File: config.mk
export PLATFORM = sky130hd
export DESIGN_NAME = ntc_thermostat_with_hysteresis
export DESIGN_NICKNAME = d
export VERILOG_FILES = /design/src/sv/ntc_pkg.sv /design/src/sv/ntc_thermostat_with_hysteresis.sv /design/src/sv/ntc_div.sv /design/src/sv/ntc_dp.sv /design/src/sv/ntc_ctrl.sv
export VERILOG_INCLUDE_DIRS = /design/src /design/src/sv
export SDC_FILE = /design/constraint.sdc
export NUM_CORES = 1
export LEC_CHECK = 0
export BUFFER_PORTS_ARGS = -buffer_cell sky130_fd_sc_hd__buf_2
export CORE_MARGIN = 4
export CORE_UTILIZATION = 53
export CTS_BUF_LIST = sky130_fd_sc_hd__clkbuf_16
export DETAILED_ROUTE_END_ITERATION = 7
export HOLD_SLACK_MARGIN = 0.08
export PLACE_DENSITY = 0.71
export SLEW_MARGIN = 20
export SYNTH_ARGS = -nofsm -noshare
export SYNTH_HDL_FRONTEND = slang
export SYNTH_HIERARCHICAL = 1
export SYNTH_SLANG_ARGS = --single-unit
File: constraint.sdc
create_clock -name clk -period 6.25 [get_ports clk]
set_input_delay 0.625 -clock clk [delete_from_list [all_inputs] [get_ports clk]]
set_output_delay 0.625 -clock clk [all_outputs]
set_load 0.01 [all_outputs]
File: src/sv/ntc_thermostat_with_hysteresis_defines.svh
// Assertion macros used by the thermostat controller.
`ifndef NTC_THERMOSTAT_WITH_HYSTERESIS_DEFINES_SVH
`define NTC_THERMOSTAT_WITH_HYSTERESIS_DEFINES_SVH

// Checked on every rising edge outside reset.
`define NTC_ASSERT(lbl, prop, msg) \
  lbl: assert property (@(posedge clk) disable iff (!rst_n) prop) else $error(msg);

// Checked on every rising edge, reset included.
`define NTC_ASSERT_ANY(lbl, prop, msg) \
  lbl: assert property (@(posedge clk) prop) else $error(msg);

`endif

File: src/sv/ntc_pkg.sv
// Types, constants and helper functions shared by the thermostat modules.
`default_nettype none

package ntc_pkg;

  localparam int SAMPLE_W      = 10;   // converter sample field width
  localparam int SMP_MAX_W     = 12;   // widest supported converter
  localparam int IN_DATA_W     = 16;
  localparam int OUT_DATA_W    = 32;
  localparam int SP_W          = 7;
  localparam int TEMP_W        = 7;
  localparam int BAND_W        = 4;
  localparam int DIGIT_W       = 4;
  localparam int TTENS_W       = 3;
  localparam int VOLT_W        = 9;
  localparam int ENTRY_W       = 14;
  localparam int TABLE_ENTRIES = 80;
  localparam int DIVD_W        = 19;   // dividend and quotient width of the resistance divider
  localparam int DIVS_W        = 10;   // divisor width of the resistance divider

  // Reciprocal constants. q * 3277 >> 15 is q / 10 for any q below 16384, and
  // t * 823133 >> 20 is floor(t * 785 / 1000) for any t below 1024.
  localparam int Q10_MUL_W = 12;
  localparam int Q10_SHIFT = 15;
  localparam int SP_MUL_W  = 20;
  localparam int SP_SHIFT  = 20;

  localparam logic [BAND_W-1:0]    BAND_RESET = 4'd2;
  localparam logic [VOLT_W-1:0]    VOLT_FULL  = 9'd500;
  localparam logic [DIVS_W-1:0]    RES_SCALE  = 10'd1000;
  localparam logic [Q10_MUL_W-1:0] Q10_MUL    = 12'd3277;
  localparam logic [SP_MUL_W-1:0]  SP_MUL     = 20'd823133;
  localparam logic [SP_W-1:0]      SP_MAX     = 7'd127;

  typedef struct packed {
    logic     load;
    logic     div_start;
    logic     cap_tmp;
    logic     set_sp;
    logic     cap_volt;
    logic     res_sat;
    logic     cap_res;
    logic     idx_clr;
    logic     idx_inc;
    logic     set_temp;
    logic     upd_alarm;
    logic     out_load;
  } ctrl_cmd_t;

  typedef struct packed {
    logic kind;
    logic div_done;
    logic volt_zero;
    logic hit;
    logic last;
  } dp_status_t;

  localparam logic [ENTRY_W-1:0] RES_TABLE [TABLE_ENTRIES] = '{
    14'd9712, 14'd9166, 14'd8654, 14'd8172, 14'd7722, 14'd7298, 14'd6900, 14'd6526,
    14'd6176, 14'd5534, 14'd5242, 14'd4966, 14'd4708, 14'd4464, 14'd4234, 14'd4016,
    14'd3812, 14'd3620, 14'd3438, 14'd3266, 14'd3104, 14'd2950, 14'd2806, 14'd2668,
    14'd2540, 14'd2418, 14'd2302, 14'd2192, 14'd2088, 14'd1990, 14'd1897, 14'd1809,
    14'd1726, 14'd1646, 14'd1571, 14'd1500, 14'd1432, 14'd1368, 14'd1307, 14'd1249,
    14'd1194, 14'd1142, 14'd1092, 14'd1045, 14'd1000, 14'd957,  14'd916,  14'd877,
    14'd840,  14'd805,  14'd772,  14'd740,  14'd709,  14'd680,  14'd653,  14'd626,
    14'd601,  14'd577,  14'd554,  14'd532,  14'd511,  14'd491,  14'd472,  14'd454,
    14'd436,  14'd420,  14'd404,  14'd388,  14'd374,  14'd360,  14'd346,  14'd334,
    14'd321,  14'd309,  14'd298,  14'd287,  14'd277,  14'd267,  14'd258,  14'd248
  };

  // Entries past the end of the table read as zero.
  function automatic logic [ENTRY_W-1:0] res_entry(input logic [6:0] idx);
    logic [ENTRY_W-1:0] val;
    val = '0;
    if (int'(idx) < TABLE_ENTRIES) begin
      val = RES_TABLE[idx];
    end
    return val;
  endfunction

  // Tens digit of a 7-bit value: (v * 205) >> 11 is exact below 1029.
  function automatic logic [DIGIT_W-1:0] div10(input logic [6:0] v);
    logic [14:0] prod;
    prod = 15'(v) * 15'd205;
    return prod[14:11];
  endfunction

  function automatic logic [DIGIT_W-1:0] mod10(input logic [6:0] v);
    logic [6:0] tens10;
    logic [6:0] diff;
    tens10 = 7'(div10(v)) * 7'd10;
    diff   = v - tens10;
    return diff[DIGIT_W-1:0];
  endfunction

endpackage

`default_nettype wire

File: src/sv/ntc_thermostat_with_hysteresis.sv
// Top level of the thermistor thermostat with hysteresis.
`default_nettype none

// Thermostat with hysteresis. Each input item is one converter sample, tagged in
// in_tuser as a potentiometer reading (0) or a thermistor reading (1), and gives
// exactly one output item carrying the current setpoint, temperature, alarm lamp
// and the decimal digits of both. Items are handled one at a time. A potentiometer
// item passes through the states POT_A, POT_B, ALARM and FINISH; a thermistor item
// passes through POT_A, NTC_A and NTC_B, then the 19-step bit-serial divider for
// the resistance and the resistance table walk, which examines one entry per cycle,
// then ALARM and FINISH; a zero thermistor voltage skips the divider. A finished
// item sits in the output register, so the next input item can be taken in the
// cycle after it is loaded, while it waits. The hysteresis band is written through
// the cfg port only while the block is idle; the user must ensure it, not the block.

module ntc_thermostat_with_hysteresis
  import ntc_pkg::*;
#(
  parameter int TABLE_DEPTH = 80,
  parameter int SAMPLE_BITS = 10
) (
  input  wire logic                  clk,
  input  wire logic                  rst_n,
  input  wire logic                  in_tvalid,
  output      logic                  in_tready,
  // [9:0] sample, [15:10] zero
  input  wire logic [IN_DATA_W-1:0]  in_tdata,
  // [0] kind
  input  wire logic                  in_tuser,
  output      logic                  out_tvalid,
  input  wire logic                  out_tready,
  // [6:0] setpoint, [13:7] temperature, [14] alarm, [18:15] setpoint_tens,
  // [22:19] setpoint_units, [25:23] temp_tens, [29:26] temp_units, [31:30] zero
  output      logic [OUT_DATA_W-1:0] out_tdata,
  input  wire logic                  cfg_valid,
  output      logic                  cfg_ready,
  input  wire logic [BAND_W-1:0]     cfg_data
);

  ctrl_cmd_t  cmd;
  dp_status_t status;

  assign cfg_ready = 1'b1;

  ntc_ctrl u_ctrl (
    .clk        (clk),
    .rst_n      (rst_n),
    .in_tvalid  (in_tvalid),
    .in_tready  (in_tready),
    .out_tvalid (out_tvalid),
    .out_tready (out_tready),
    .status     (status),
    .cmd        (cmd)
  );

  ntc_dp #(
    .TABLE_DEPTH (TABLE_DEPTH),
    .SAMPLE_BITS (SAMPLE_BITS)
  ) u_dp (
    .clk       (clk),
    .rst_n     (rst_n),
    .cmd       (cmd),
    .in_kind   (in_tuser),
    .in_sample (in_tdata[SAMPLE_W-1:0]),
    .band_we   (cfg_valid && cfg_ready),
    .band_in   (cfg_data),
    .status    (status),
    .out_data  (out_tdata)
  );

endmodule

`default_nettype wire

File: src/sv/ntc_div.sv
// Restoring divider for the thermistor resistance, one quotient bit per cycle.
`default_nettype none

module ntc_div
  import ntc_pkg::*;
(
  input  wire logic              clk,
  input  wire logic              rst_n,
  input  wire logic              start,
  input  wire logic [DIVD_W-1:0] dividend,
  input  wire logic [DIVS_W-1:0] divisor,
  output      logic              done,
  output      logic [DIVD_W-1:0] quotient
);

  localparam int CNT_W = $clog2(DIVD_W);

  logic              busy_r;
  logic              done_r;
  logic [CNT_W-1:0]  cnt_r;
  logic [DIVS_W-1:0] rem_r;
  logic [DIVS_W-1:0] rem_nxt;
  logic [DIVD_W-1:0] q_r;
  logic [DIVS_W-1:0] dsr_r;
  logic [DIVS_W:0]   part;
  logic [DIVS_W:0]   diff;
  logic              ge;

  // The dividend shifts out of q_r at the top while quotient bits enter at the bottom.
  assign part    = {rem_r, q_r[DIVD_W-1]};
  assign diff    = part - {1'b0, dsr_r};
  assign ge      = part >= {1'b0, dsr_r};
  assign rem_nxt = ge ? diff[DIVS_W-1:0] : part[DIVS_W-1:0];

  always_ff @(posedge clk) begin
    if (!rst_n) begin
      busy_r <= 1'b0;
      done_r <= 1'b0;
    end else begin
      done_r <= 1'b0;
      if (start) begin
        busy_r <= 1'b1;
      end else if (busy_r && cnt_r == '0) begin
        busy_r <= 1'b0;
        done_r <= 1'b1;
      end
    end
  end

  always_ff @(posedge clk) begin
    if (start) begin
      cnt_r <= CNT_W'(DIVD_W - 1);
      rem_r <= '0;
      q_r   <= dividend;
      dsr_r <= divisor;
    end else if (busy_r) begin
      cnt_r <= cnt_r - 1'b1;
      rem_r <= rem_nxt;
      q_r   <= {q_r[DIVD_W-2:0], ge};
    end
  end

  assign done     = done_r;
  assign quotient = q_r;

endmodule

`default_nettype wire

File: src/sv/ntc_dp.sv
// Datapath: sample registers, divider operands, table walk, thermostat state and output item.
`default_nettype none

module ntc_dp
  import ntc_pkg::*;
#(
  parameter int TABLE_DEPTH = 80,
  parameter int SAMPLE_BITS = 10
) (
  input  wire logic                  clk,
  input  wire logic                  rst_n,
  input  wire ctrl_cmd_t             cmd,
  input  wire logic                  in_kind,
  input  wire logic [SAMPLE_W-1:0]   in_sample,
  input  wire logic                  band_we,
  input  wire logic [BAND_W-1:0]     band_in,
  output      dp_status_t            status,
  output      logic [OUT_DATA_W-1:0] out_data
);

  localparam int WALK_DEPTH = (TABLE_DEPTH < TABLE_ENTRIES) ? TABLE_DEPTH : TABLE_ENTRIES;
  localparam int IDX_W      = (WALK_DEPTH > 1) ? $clog2(WALK_DEPTH) : 1;
  localparam int TQ_W       = SAMPLE_BITS - 3;
  localparam int PROD_W     = SAMPLE_BITS + 10;
  localparam int Q10P_W     = SAMPLE_BITS + Q10_MUL_W;
  localparam int SPP_W      = TQ_W + SP_MUL_W;

  logic                   kind_r;
  logic [SAMPLE_BITS-1:0] smp_r;
  logic [TQ_W-1:0]        tq_r;
  logic [VOLT_W-1:0]      volt_r;
  logic [DIVD_W-1:0]      res_r;
  logic [IDX_W-1:0]       idx_r;
  logic [SP_W-1:0]        sp_r;
  logic [TEMP_W-1:0]      temp_r;
  logic                   alarm_r;
  logic [BAND_W-1:0]      band_r;
  logic [OUT_DATA_W-1:0]  out_data_r;

  logic [SMP_MAX_W-1:0]   smp_wide;
  logic [SAMPLE_BITS:0]   c_val;
  logic [PROD_W-1:0]      volt_prod;
  logic [PROD_W-1:0]      volt_shift;
  logic [Q10P_W-1:0]      q10_prod;
  logic [SPP_W-1:0]       sp_prod;
  logic [SPP_W-1:0]       sp_full;
  logic [DIVD_W-1:0]      res_prod;
  logic [DIVD_W-1:0]      div_dividend;
  logic [DIVS_W-1:0]      div_divisor;
  logic                   div_done;
  logic [DIVD_W-1:0]      div_q;
  logic [ENTRY_W-1:0]     entry;
  logic [SP_W:0]          off_limit;
  logic [DIGIT_W-1:0]     sp_tens;
  logic [DIGIT_W-1:0]     sp_units;
  logic [DIGIT_W-1:0]     t_tens;
  logic [DIGIT_W-1:0]     t_units;

  assign smp_wide   = SMP_MAX_W'(in_sample);
  assign c_val      = {1'b1, {SAMPLE_BITS{1'b0}}} - {1'b0, smp_r};
  assign volt_prod  = PROD_W'(c_val) * PROD_W'(VOLT_FULL);
  assign volt_shift = volt_prod >> SAMPLE_BITS;
  // The setpoint scaling is two reciprocal multiplications in separate cycles.
  assign q10_prod   = Q10P_W'(smp_r) * Q10P_W'(Q10_MUL);
  assign sp_prod    = SPP_W'(tq_r) * SPP_W'(SP_MUL);
  assign sp_full    = sp_prod >> SP_SHIFT;
  assign res_prod   = DIVD_W'(VOLT_FULL - volt_r) * DIVD_W'(RES_SCALE);

  assign div_dividend = res_prod;
  assign div_divisor  = DIVS_W'(volt_r);

  ntc_div u_div (
    .clk      (clk),
    .rst_n    (rst_n),
    .start    (cmd.div_start),
    .dividend (div_dividend),
    .divisor  (div_divisor),
    .done     (div_done),
    .quotient (div_q)
  );

  assign entry     = res_entry(7'(idx_r));
  assign off_limit = {1'b0, sp_r} + (SP_W + 1)'(band_r);

  always_ff @(posedge clk) begin
    if (cmd.load) begin
      kind_r <= in_kind;
      smp_r  <= smp_wide[SAMPLE_BITS-1:0];
    end
    if (cmd.cap_tmp) begin
      tq_r <= q10_prod[Q10_SHIFT +: TQ_W];
    end
    if (cmd.cap_volt) begin
      volt_r <= volt_shift[VOLT_W-1:0];
    end
    // A zero voltage gives an open-ended resistance that matches the first entry.
    if (cmd.res_sat) begin
      res_r <= '1;
    end else if (cmd.cap_res) begin
      res_r <= div_q;
    end
    if (cmd.idx_clr) begin
      idx_r <= '0;
    end else if (cmd.idx_inc) begin
      idx_r <= idx_r + 1'b1;
    end
    if (cmd.out_load) begin
      out_data_r <= {2'b00, t_units, t_tens[TTENS_W-1:0], sp_units, sp_tens,
                     alarm_r, temp_r, sp_r};
    end
  end

  always_ff @(posedge clk) begin
    if (!rst_n) begin
      sp_r    <= '0;
      temp_r  <= '0;
      alarm_r <= 1'b0;
      band_r  <= BAND_RESET;
    end else begin
      if (band_we) begin
        band_r <= band_in;
      end
      if (cmd.set_sp) begin
        sp_r <= (sp_full > SPP_W'(SP_MAX)) ? SP_MAX : sp_full[SP_W-1:0];
      end
      if (cmd.set_temp) begin
        temp_r <= TEMP_W'(idx_r);
      end
      if (cmd.upd_alarm) begin
        if (temp_r <= sp_r) begin
          alarm_r <= 1'b1;
        end else if ({1'b0, temp_r} > off_limit) begin
          alarm_r <= 1'b0;
        end
      end
    end
  end

  assign sp_tens  = div10(sp_r);
  assign sp_units = mod10(sp_r);
  assign t_tens   = div10(temp_r);
  assign t_units  = mod10(temp_r);

  assign status.kind      = kind_r;
  assign status.div_done  = div_done;
  assign status.volt_zero = (volt_r == '0);
  assign status.hit       = (res_r >= DIVD_W'(entry));
  assign status.last      = (idx_r == IDX_W'(WALK_DEPTH - 1));
  assign out_data         = out_data_r;

endmodule

`default_nettype wire

File: src/sv/ntc_ctrl.sv
// Controller state machine that sequences one item through the datapath.
`default_nettype none

`include "ntc_thermostat_with_hysteresis_defines.svh"

module ntc_ctrl
  import ntc_pkg::*;
(
  input  wire logic       clk,
  input  wire logic       rst_n,
  input  wire logic       in_tvalid,
  output      logic       in_tready,
  output      logic       out_tvalid,
  input  wire logic       out_tready,
  input  wire dp_status_t status,
  output      ctrl_cmd_t  cmd
);

  localparam logic [3:0] S_IDLE   = 4'd0;
  localparam logic [3:0] S_POT_A  = 4'd1;
  localparam logic [3:0] S_POT_B  = 4'd2;
  localparam logic [3:0] S_NTC_A  = 4'd3;
  localparam logic [3:0] S_NTC_B  = 4'd4;
  localparam logic [3:0] S_NTC_BW = 4'd5;
  localparam logic [3:0] S_WALK   = 4'd6;
  localparam logic [3:0] S_ALARM  = 4'd7;
  localparam logic [3:0] S_FINISH = 4'd8;

  logic [3:0] state_r;
  logic [3:0] state_nxt;
  logic       out_tvalid_r;
  logic       out_tvalid_nxt;
  logic       slot_free;

  assign in_tready = (state_r == S_IDLE);
  assign slot_free = !out_tvalid_r || out_tready;

  always_comb begin
    cmd       = '0;
    state_nxt = state_r;
    case (state_r)
      S_IDLE: begin
        if (in_tvalid) begin
          cmd.load  = 1'b1;
          state_nxt = S_POT_A;
        end
      end
      S_POT_A: begin
        if (status.kind) begin
          state_nxt = S_NTC_A;
        end else begin
          cmd.cap_tmp = 1'b1;
          state_nxt   = S_POT_B;
        end
      end
      S_POT_B: begin
        cmd.set_sp = 1'b1;
        state_nxt  = S_ALARM;
      end
      S_NTC_A: begin
        cmd.cap_volt = 1'b1;
        state_nxt    = S_NTC_B;
      end
      S_NTC_B: begin
        cmd.idx_clr = 1'b1;
        if (status.volt_zero) begin
          cmd.res_sat = 1'b1;
          state_nxt   = S_WALK;
        end else begin
          cmd.div_start = 1'b1;
          state_nxt     = S_NTC_BW;
        end
      end
      S_NTC_BW: begin
        if (status.div_done) begin
          cmd.cap_res = 1'b1;
          state_nxt   = S_WALK;
        end
      end
      S_WALK: begin
        // One table entry per cycle; the temperature holds when nothing matches.
        if (status.hit) begin
          cmd.set_temp = 1'b1;
          state_nxt    = S_ALARM;
        end else if (status.last) begin
          state_nxt = S_ALARM;
        end else begin
          cmd.idx_inc = 1'b1;
        end
      end
      S_ALARM: begin
        cmd.upd_alarm = 1'b1;
        state_nxt     = S_FINISH;
      end
      S_FINISH: begin
        if (slot_free) begin
          cmd.out_load = 1'b1;
          state_nxt    = S_IDLE;
        end
      end
      default: begin
        state_nxt = S_IDLE;
      end
    endcase
  end

  always_comb begin
    out_tvalid_nxt = out_tvalid_r;
    if (cmd.out_load) begin
      out_tvalid_nxt = 1'b1;
    end else if (out_tready) begin
      out_tvalid_nxt = 1'b0;
    end
  end

  always_ff @(posedge clk) begin
    if (!rst_n) begin
      state_r      <= S_IDLE;
      out_tvalid_r <= 1'b0;
    end else begin
      state_r      <= state_nxt;
      out_tvalid_r <= out_tvalid_nxt;
    end
  end

  assign out_tvalid = out_tvalid_r;

  `NTC_ASSERT(a_load_slot_free, cmd.out_load |-> (!out_tvalid_r || out_tready), "result overwrote a waiting item")
  `NTC_ASSERT(a_busy_after_accept, (in_tvalid && in_tready) |=> !in_tready, "second item taken before the first was done")
  `NTC_ASSERT(a_no_early_done, cmd.div_start |=> !status.div_done, "divider reported done right after start")
  `NTC_ASSERT_ANY(a_reset_idle, !rst_n |=> (state_r == S_IDLE && !out_tvalid_r), "controller not idle after reset")

endmodule

`default_nettype wire
Word level (Yosys, flattened, before mapping)
Memory sizes are Yosys's and may differ from the RTL's.
Index checks and enable logic that the tools add are counted.

storage, ports and cells
  register bits after elaboration = 152
  memory bits (read-only) = 1792
  output and inout bits = 35
  word-level logic and storage cells = 114
  input port bits = 26
  memories = 1

memory list
  memory           words  bits a word  rd ports  clocked after memory_dff  write ports  RTL line       source
  (no name shown)  128    14           1         0                         0            ntc_pkg.sv:76  val = RES_TABLE[idx];

operators by class
  reduce and logical (&&, ||, !) cells = 13
  muxes and demuxes = 42
  bitwise gates (word level) = 2
  order comparisons = 7
  multipliers = 8
  equality and inequality tests = 13
  add/sub/neg operators = 8

operators by type and width
  kind                                                                   count
  14-bit 2-to-1 mux                                                      3
  19-bit 2-to-1 mux                                                      2
  4-bit one-hot mux with 9 select lines                                  1
  7-bit by 8-bit multiplier with 15-bit output, second input constant    2
  7-bit by 20-bit multiplier with 27-bit output, second input constant   1
  1-bit 2-to-1 mux                                                       27
  10-bit by 12-bit multiplier with 22-bit output, second input constant  1
  4-bit 2-to-1 mux                                                       5
  19-bit by 14-bit >= comparator with 1-bit output                       1
  19-bit by 7-bit multiplier with 16-bit output, second input constant   1
  11-bit by 7-bit multiplier with 17-bit output, second input constant   1
  4-bit by 3-bit equality test with 1-bit output, second input constant  4
  11-bit by 9-bit >= comparator with 1-bit output                        1
  11-bit by 10-bit subtractor with 11-bit output, first input constant   1
  10-bit 2-to-1 mux                                                      1
  10-bit by 9-bit subtractor with 10-bit output                          1
  9-bit by 9-bit subtractor with 10-bit output, first input constant     1
  9-bit zero test                                                        1
  7-bit by 4-bit adder with 8-bit output                                 1
  4-bit by 2-bit equality test with 1-bit output, second input constant  2
  8-bit >= comparator, second input constant                             1
  7-bit by 8-bit greater-than comparator with 1-bit output               1
  4-bit by 3-bit multiplier with 3-bit output, second input constant     2
  7-bit inverter with 8-bit output                                       1
  other kinds (24)                                                       30

Longest topological paths before layout
Gate-level depths: netlist (run 1).

  depth after elaboration = 8
  gate-level depth with buffers = 24
  mapped depth without buffers = 21

Modules after synthesis
Netlist (run 1), hierarchy kept.

modules (own cells, without submodules)
  module                          times used  cells an instance  sequential area each (um2)  area an instance (um2)
  ntc_dp                          1           1503               2552.4                      14652.8
  ntc_div                         1           197                1211.2                      2334.7
  ntc_ctrl                        1           46                 100.1                       352.8
  ntc_thermostat_with_hysteresis  1           2                  0.0                         11.3

Worst setup path after synthesis (run 1)
No wires, ideal clock.

  path type = register to register
  from = reg u_dp.volt_r[0]
  to = reg u_dp.u_div.q_r[18] (netlist: u_dp/u_div/quotient[18]), data pin
  setup slack = 0.862 ns
  data arrival time = 5.128 ns
  clock period less this slack = 5.388 ns
  stages on the path, launching flop included = 21
  required time = 5.990 ns
  path buffers = 0
  library setup time = 0.260 ns
  cells stage by stage = edfxtp_1 -> inv_1 -> ha_1 -> a21oi_1 -> and3_1 -> xnor2_1 -> inv_1 -> fa_1 -> fa_1 -> inv_1 -> fa_1 -> inv_1 -> fa_1 -> inv_1 -> ha_1 -> a31o_2 -> a21o_1 -> a21oi_1 -> a21oi_1 -> xnor2_1 -> mux2_2

on the way
  elaborated cells on any way between the ends = 6
  classes of those cells = add/sub (1); mul (1); mux (3); reduce/logical (1)

RTL lines
  element                                        RTL line       source
  start, declared                                ntc_dp.sv:31   logic [VOLT_W-1:0] volt_r;
  start signal, assigned                         ntc_dp.sv:94   volt_r <= volt_shift[VOLT_W-1:0];
  9-bit by 9-bit subtractor with 10-bit output   ntc_dp.sv:67   assign res_prod = DIVD_W'(VOLT_FULL - volt_r) * DIVD_W'(RES_SCALE);
  19-bit by 7-bit multiplier with 16-bit output  ntc_dp.sv:67
  net u_dp.div_dividend[18]                      ntc_dp.sv:48   logic [DIVD_W-1:0] div_dividend;
  19-bit 2-to-1 mux                              ntc_div.sv:51  if (start) begin
  end signal, assigned                           ntc_div.sv:54  q_r <= dividend;
  end signal, assigned                           ntc_div.sv:59  q_r <= {q_r[DIVD_W-2:0], ge};
  end, declared                                  ntc_div.sv:23  logic [DIVD_W-1:0] q_r;

The timed path passes the listed nets, and every way through them passes these cells.
A chain may end at the register's enable or synchronous reset.

Worst setup path after layout (run 1)
  from = reg u_dp.volt_r[1]
  to = reg u_dp.u_div.q_r[18] (netlist: u_dp/u_div/quotient[18]), data pin

Same word-level chain as after synthesis.

==> results of run 1 <==
kinds of logic after synthesis:
logic type | Yosys count
xor+xnor | 96
fa+ha+maj | 467
compound gates | 296
flops | 151
mux | 64
simple gates | 325
other cells | 2
buf+inv | 347
worst max-delay path: cells and delay by family, from the launching register on:
kind	cells	cell delay, ns
buf+inv	5	0.52
fa+ha+maj	5	2.46
simple gates	2	0.17
xor+xnor	2	0.50
mux	1	0.26
compound gates	6	1.05
flops	1	0.42
final cells by class:
type                            instances  area (um2)
Clock buffer                           17         425
Clock inverter                         15         145
Fill cell                            2727       13300
Inverter                              288        1080
Multi-Input combinational cell       1255       12200
Sequential cell                       151        3860
Tap cell                              435         544
Timing Repair Buffer                   74         428
metrics by stage:
stage | area [um2] | hold slack, ns
floorplan | 17400 | 0.400
finish | 18700 | 0.352
detailed placement | 18100 | 0.407
global route | 18700 | 0.338
global placement | 18100 | 0.408
CTS | 18700 | 0.333
sequential cells by signal, summed over array words and instances, names as in the netlist, 7 cells and up:
register             count
u_dp/u_div/rem_r        10
u_dp/temp_r              7
u_dp/tq_r                7
u_dp/volt_r              9
u_dp/res_r              19
u_dp/out_data           28
u_dp/u_div/quotient     19
u_dp/idx_r               7
u_dp/smp_r              10
u_dp/sp_r                7
u_dp/u_div/dsr_r        10
cell usage in the layout (no fill, tap or decap), types with 17 or more instances in the layout:
master     instances
inv_1            285
ha_1             329
edfxtp_1          84
fa_1             138
mux2i_1           41
xor2_1            31
a21o_1            27
buf_2             51
buf_4             23
xnor2_1           64
nand2_1           98
a21oi_1           63
clkbuf_16         17
o21ai_0           55
nor2_1            85
dfxtp_1           67
nor3_1            22
layer usage:
| metal | share of wire [%] | global-route usage [%] | wire [um] |
|---|---|---|---|
| met1 | 45 | 25.9 | 15500 |
| met2 | 49 | 33.7 | 16500 |
| met3 | 4.0 | 3.08 | 1350 |
| met4 | 1.9 | 5.49 | 647 |
| met5 | 0 | 0 | 0 |
worst max path at each step:
stage          slack, ns           start                       to
6_report            0.63  u_dp/volt_r[1]  u_dp/u_div/quotient[18]
5_1_grt             0.26  u_dp/volt_r[2]  u_dp/u_div/quotient[17]
2_1_floorplan       0.86  u_dp/volt_r[0]  u_dp/u_div/quotient[18]
4_1_cts             0.59   u_dp/smp_r[1]           u_dp/volt_r[5]
3_3_place_gp        0.69  u_dp/volt_r[1]  u_dp/u_div/quotient[18]
3_5_place_dp        0.62  u_dp/volt_r[2]  u_dp/u_div/quotient[15]
cells in the mapped netlist (31+ instances only):
cell type	count
fa_1	138
ha_1	329
nor2_1	85
a21oi_1	63
dfxtp_1	67
nand2_1	98
xnor2_1	64
mux2i_1	41
clkbuf_1	32
xor2_1	31
o21ai_0	55
inv_1	284
edfxtp_1	84
==> out/results.tsv, run 1 <==
stage	metric	value	unit
setup_path	r2r_start	u_dp/volt_r[1]	
detailed_routing	totalWireLength	34.0	mm
yosys	synth_compound_area_share	12.1	%
placement	place_hpwl	27.3	mm
clock_tree	cts-root-buf	clkbuf_16	
detailed_routing	drt_iter0_drc	959	
global_routing	antenna_found_initial	0	
setup_path	crit_type	reg2reg	
clock_tree	numCtsBuffers	17	
clock_tree	cts.htree.levels	4	
min_path	hp-start	in_tdata[1]	
clock_tree	cts_tree	built	
detailed_routing	drcViolationCount	0	
global_routing	grt_overflow	0	
layout	final_util	58.4	%
global_routing	grt_usage	19.7	%
yosys	synth_top_family_by_area	adder cells	
yosys	synth_area	0.0174	mm2
placement	globalplace.congestion	0.898	
yosys	avgSynthCellArea	9.93	um2
yosys	yosysUniqueCellTypes	90	
setup_path	critPathSlowestCell	fa_1	
detailed_routing	num_vias	12300	
yosys	synth_warnings	6	
layout	antenna_cells	0	
timing	drv_slew	0	
setup_path	critPathRequiredTime	6.43	ns
timing	setup_tns	0	ns
yosys	synthXorXnorAreaFrac	4.89	%
timing	worst_slew_margin_rel	35.8	%
yosys	synth_adder_area_share	39.6	%
detailed_routing	vias_per_cell	5.51	
yosys	yosys.area.top_type_share	23.7	%
floorplanning	ioPinCount	61	
setup_path	rr_endpoint	u_dp/u_div/quotient[18]	
yosys	synth_area_leaders	ha_1, fa_1, edfxtp_1, dfxtp_1, inv_1	
yosys	yosysTopAreaCell	ha_1	
yosys	synth_mux_area_share	4.07	%
timing	setup_slack	0.626	ns
min_path	whs_endpoint	u_dp/smp_r[1]	
yosys	syn_inst	1748	
timing	post-route-period-util	90.0	%
setup_path	rr_worst_depth	21	
global_routing	grt_pass1_wl	59.0	mm
clock_tree	hold_buffers	0	
yosys	synthArstFlopShare	0	%
floorplanning	dieHeight	189	um
setup_path	cp_common_cell	inv_1	
job	maxCapViolCount	0	
timing	rsz0062_at_grt	false	
setup_path	r2r_slack	0.63	ns
global_routing	grt_pass1_vias	12400	
yosys	ys_seq_elements	151	
clock_tree	ctsResizeCount	0	
timing	fmax	178	MHz
min_path	hold_depth	1	
outcome	outcome	completed	
floorplanning	num_rows	65	
placement	post-place-ws	0.618	ns
timing	worst_pin_slew	0.955	ns
yosys	yosysSeqAreaShare	22.3	%
yosys	synth_flop_cell	edfxtp_1	
floorplanning	die_w	189	um
timing	finalCriticalPeriod	5.62	ns
layout	syn_to_final_growth	7.50	%
clock_tree	clkSinkCount	151	
detailed_routing	wl_per_cell	15.2	um
floorplanning	start_util	54.3	%
yosys	synth_edf_count	84	
yosys	yosys.area_share.simple	9.12	%
clock_tree	post_cts_buffers	0	
layout	finalNonFillerCells	2235	
placement	io_buffers	51	
setup_path	cp_max_fo	4	
clock_tree	cts_buffer_depth	2	
timing	hold_viol	0	
clock_tree	insertion_delay	0.44	ns
setup_path	crit_path_start_kind	flip-flop	
floorplanning	core	0.0320	mm2
global_routing	grt_max_degree	56	
layout	drive_above_1_share	8.94	%
timing	finalClockSkew	0.0154	ns
setup_path	crit_path_max_incr_delay	0.58	ns
setup_path	crit_chain	inv_1 -> a21oi_2 -> o21ai_0 -> xor2_1 -> inv_1 -> fa_1 -> inv_1 -> fa_1 -> inv_1 -> fa_1 -> inv_1 -> fa_1 -> ha_1 -> nor2_1 -> nor2_1 -> a31o_2 -> a21o_1 -> a21oi_1 -> a21oi_1 -> xnor2_1 -> mux2_2	
timing	setup_viol	0	
detailed_routing	antenna_left	0	
clock_tree	clk_pin_slew	0.07	ns
setup_path	crit_path_end_kind	flip-flop	
layout	final_net_count	2280	
floorplanning	dieArea	0.0357	mm2
detailed_routing	drt_first_pass_iters	7	
min_path	hold_class	in2reg	
setup_path	arrival	5.81	ns
placement	dpl.cell_count	2203	
Power of run 1 is not shown: default switching activity piles up to over one toggle a cycle in this logic, so the estimate is an artifact.
==> inputs of run 2 (changes only) <==
- ABC_AREA: unset -> 1
==> run 2 against run 1 <==
  * Sequential share of layout area fell by 1.5 points
  * Clock-buffer cell count rose by 2
  * Critical path type unchanged
  * Register-to-register slack improved by 0.20 ns
  * Area after synthesis rose by 8.6%
  * First-iteration DRC count fell by 14%
  * Final cell count rose by 30%
==> out/results.tsv, run 2 <==
stage	metric	value	unit	change
yosys	yosysUniqueCellTypes	58		-36%
floorplanning	start_util	54.2	%	-0.12 points
timing	setup_tns	0	ns	unchanged
clock_tree	cts_tree	built		
yosys	synth_area_leaders	ha_1, fa_1, edfxtp_1, nand2_1, inv_1		
clock_tree	post_cts_buffers	0		unchanged
setup_path	crit_chain	inv_1 -> ha_1 -> a21oi_1 -> nand3_1 -> xnor2_1 -> fa_1 -> fa_1 -> inv_1 -> fa_1 -> inv_1 -> fa_1 -> inv_1 -> ha_1 -> nand2_1 -> nor3_1 -> nand3_1 -> nand4_1 -> xor2_1 -> nand2_1 -> nand2_1		
setup_path	crit_cells	20		-4.8%
detailed_routing	drt_first_pass_iters	6		-1
detailed_routing	wl_per_cell	14.5	um	-4.9%
timing	worst_pin_slew	1.11	ns	+0.153 ns
layout	layout_commonest_cell	nand2_1		
layout	antenna_cells	0		unchanged
setup_path	crit_path_max_incr_delay	0.56	ns	-0.02 ns
timing	setup_viol	0		unchanged
setup_path	cp_top_family	adder cells		
floorplanning	die_w	197	um	+4.0%
placement	io_buffers	51		unchanged
setup_path	arrival	5.61	ns	-0.20 ns
yosys	syn_inst	2399		+37%
yosys	synth_warnings	6		unchanged
setup_path	critPathSlowestCell	fa_1		
clock_tree	numCtsBuffers	17		unchanged
placement	globalplace.congestion	0.960		+6.9%
floorplanning	dieArea	0.0386	mm2	+8.3%
setup_path	crit_path_start_kind	flip-flop		
floorplanning	ioPinCount	61		unchanged
layout	fillers	3178		+17%
yosys	yosysSeqAreaShare	20.5	%	-1.8 points
detailed_routing	totalWireLength	42.2	mm	+24%
global_routing	grt_max_degree	40		-29%
min_path	hold_class	in2reg		
global_routing	antenna_found_initial	0		unchanged
floorplanning	core	0.0348	mm2	+8.9%
layout	syn_to_final_growth	6.94	%	
layout	layout_common_cells	nand2_1, inv_1, ha_1, nor2_1, nand3_1		
yosys	yosysTopAreaCell	ha_1		
clock_tree	insertion_delay	0.44	ns	about the same
setup_path	cp_max_fo	8		+4
clock_tree	cts.htree.levels	4		unchanged
detailed_routing	drcViolationCount	0		unchanged
clock_tree	cts_buffer_depth	2		unchanged
job	maxCapViolCount	0		unchanged
setup_path	crit_path_end_kind	flip-flop		
clock_tree	cts-root-buf	clkbuf_16		
yosys	synth_commonest_cells	nand2_1, inv_1, ha_1		
timing	hold_viol	0		unchanged
detailed_routing	vias_per_cell	5.30		-3.9%
yosys	synth_flop_cell	edfxtp_1		
timing	drv_slew	0		unchanged
yosys	synth_area	0.0188	mm2	+8.6%
timing	post-route-period-util	86.7	%	-3.2 points
timing	finalClockSkew	0.0132	ns	-0.00222 ns
clock_tree	clkSinkCount	151		unchanged
clock_tree	clk_pin_slew	0.07	ns	about the same
yosys	synth_edf_count	84		unchanged
global_routing	grt_usage	22.4	%	+2.7 points
layout	drive_above_1_share	5.57	%	-3.4 points
placement	place_hpwl	34.6	mm	+27%
yosys	synthArstFlopShare	0	%	unchanged
layout	final_net_count	2940		+29%
global_routing	grt_overflow	0		unchanged
setup_path	critPathRequiredTime	6.44	ns	about the same
outcome	outcome	completed		
timing	worst_slew_margin_rel	25.9	%	-10 points
global_routing	grt_pass1_vias	15400		+24%
setup_path	rr_worst_depth	20		-4.8%
yosys	synth_most_common_cell	nand2_1		
detailed_routing	antenna_left	0		unchanged
timing	finalCriticalPeriod	5.42	ns	-0.203 ns
min_path	hold_depth	1		unchanged
timing	rsz0062_at_grt	false		
setup_path	crit_type	reg2reg		
layout	largest_reg_flops	28		unchanged
clock_tree	hold_buffers	0		unchanged
yosys	avgSynthCellArea	7.86	um2	-21%
setup_path	critPathBufInv	4		-1
global_routing	grt_pass1_wl	72.4	mm	+23%
detailed_routing	num_vias	15400		+25%
floorplanning	num_rows	68		+4.6%
timing	fmax	184	MHz	+3.7%
clock_tree	ctsResizeCount	0		unchanged
yosys	ys_seq_elements	151		unchanged
yosys	yosys.area.top_type_share	21.8	%	-1.9 points
floorplanning	dieHeight	197	um	+4.0%
detailed_routing	drt_iter0_drc	825		-14%
==> run 2: per-layer routing <==
metal,global-route usage [%],up-vias,wire length [um]
met4,6.52,0,949
met1,29.2,7171,18900
li1,-,7810,-
met3,3.08,80,1890
met5,0,-,0
met2,39.0,374,20400
==> run 2: path summary, 6_finish.rpt <==
path / startpoint / to / slack, ns
worst max-delay path: u_dp/volt_r[0] / u_dp/u_div/quotient[17] / 0.83
worst min-delay path: in_tdata[5] / u_dp/smp_r[5] / 0.36
worst max register to register: u_dp/volt_r[0] / u_dp/u_div/quotient[17] / 0.83
worst min register to register: u_dp/res_r[8] / u_dp/res_r[8] / 0.47
==> run 2: final cells by class <==
| type | count | area [um2] | area share, % |
|---|---|---|---|
| Inverter | 489 | 1840 | 9.11 |
| Sequential cell | 151 | 3860 | 19.2 |
| Timing Repair Buffer | 59 | 315 | 1.56 |
| Multi-Input combinational cell | 1729 | 13000 | 64.4 |
| Clock inverter | 13 | 124 | 0.615 |
| Tap cell | 455 | 569 | 2.82 |
| Clock buffer | 19 | 475 | 2.36 |
==> run 2: worst reg2reg max path: cells and delay by family, from the launching register on <==
| kind | cells | cell delay [ns] |
|---|---|---|
| flip-flops | 1 | 0.51 |
| buffers and inverters | 4 | 0.23 |
| XOR/XNOR | 2 | 0.60 |
| AO/OA/AOI/OAI | 1 | 0.24 |
| adder cells (fa/ha/maj) | 6 | 2.72 |
| AND/OR/NAND/NOR | 7 | 0.87 |
==> run 2: cells by family after synthesis <==
kind of cell / after synthesis / share of synthesized area, %
adders and majority gates: 467 / 36.5
DFF: 151 / 20.5
other: 2 / 0.0398
buffers and inverters: 524 / 10.8
and+or+nand+nor: 916 / 20.8
AOI/OAI and AO/OA: 271 / 8.19
muxes: 1 / 0.0531
xor gates and xnor gates: 67 / 3.15
==> run 2: metrics by stage <==
step	setup slack [ns]	util, %	hold WS [ns]	cells	area, um2
finish	0.829	57.9	0.362	2915	20200
global route	0.382	57.9	0.336	2915	20200
CTS	0.842	57.9	0.339	2915	20200
detailed placement	0.895	56.2	0.459	2883	19600
global placement	0.997	56.2	0.454	2883	19600
floorplan	1.24	-	0.409	2404	18900
Power of run 2 is left out for the same reason.
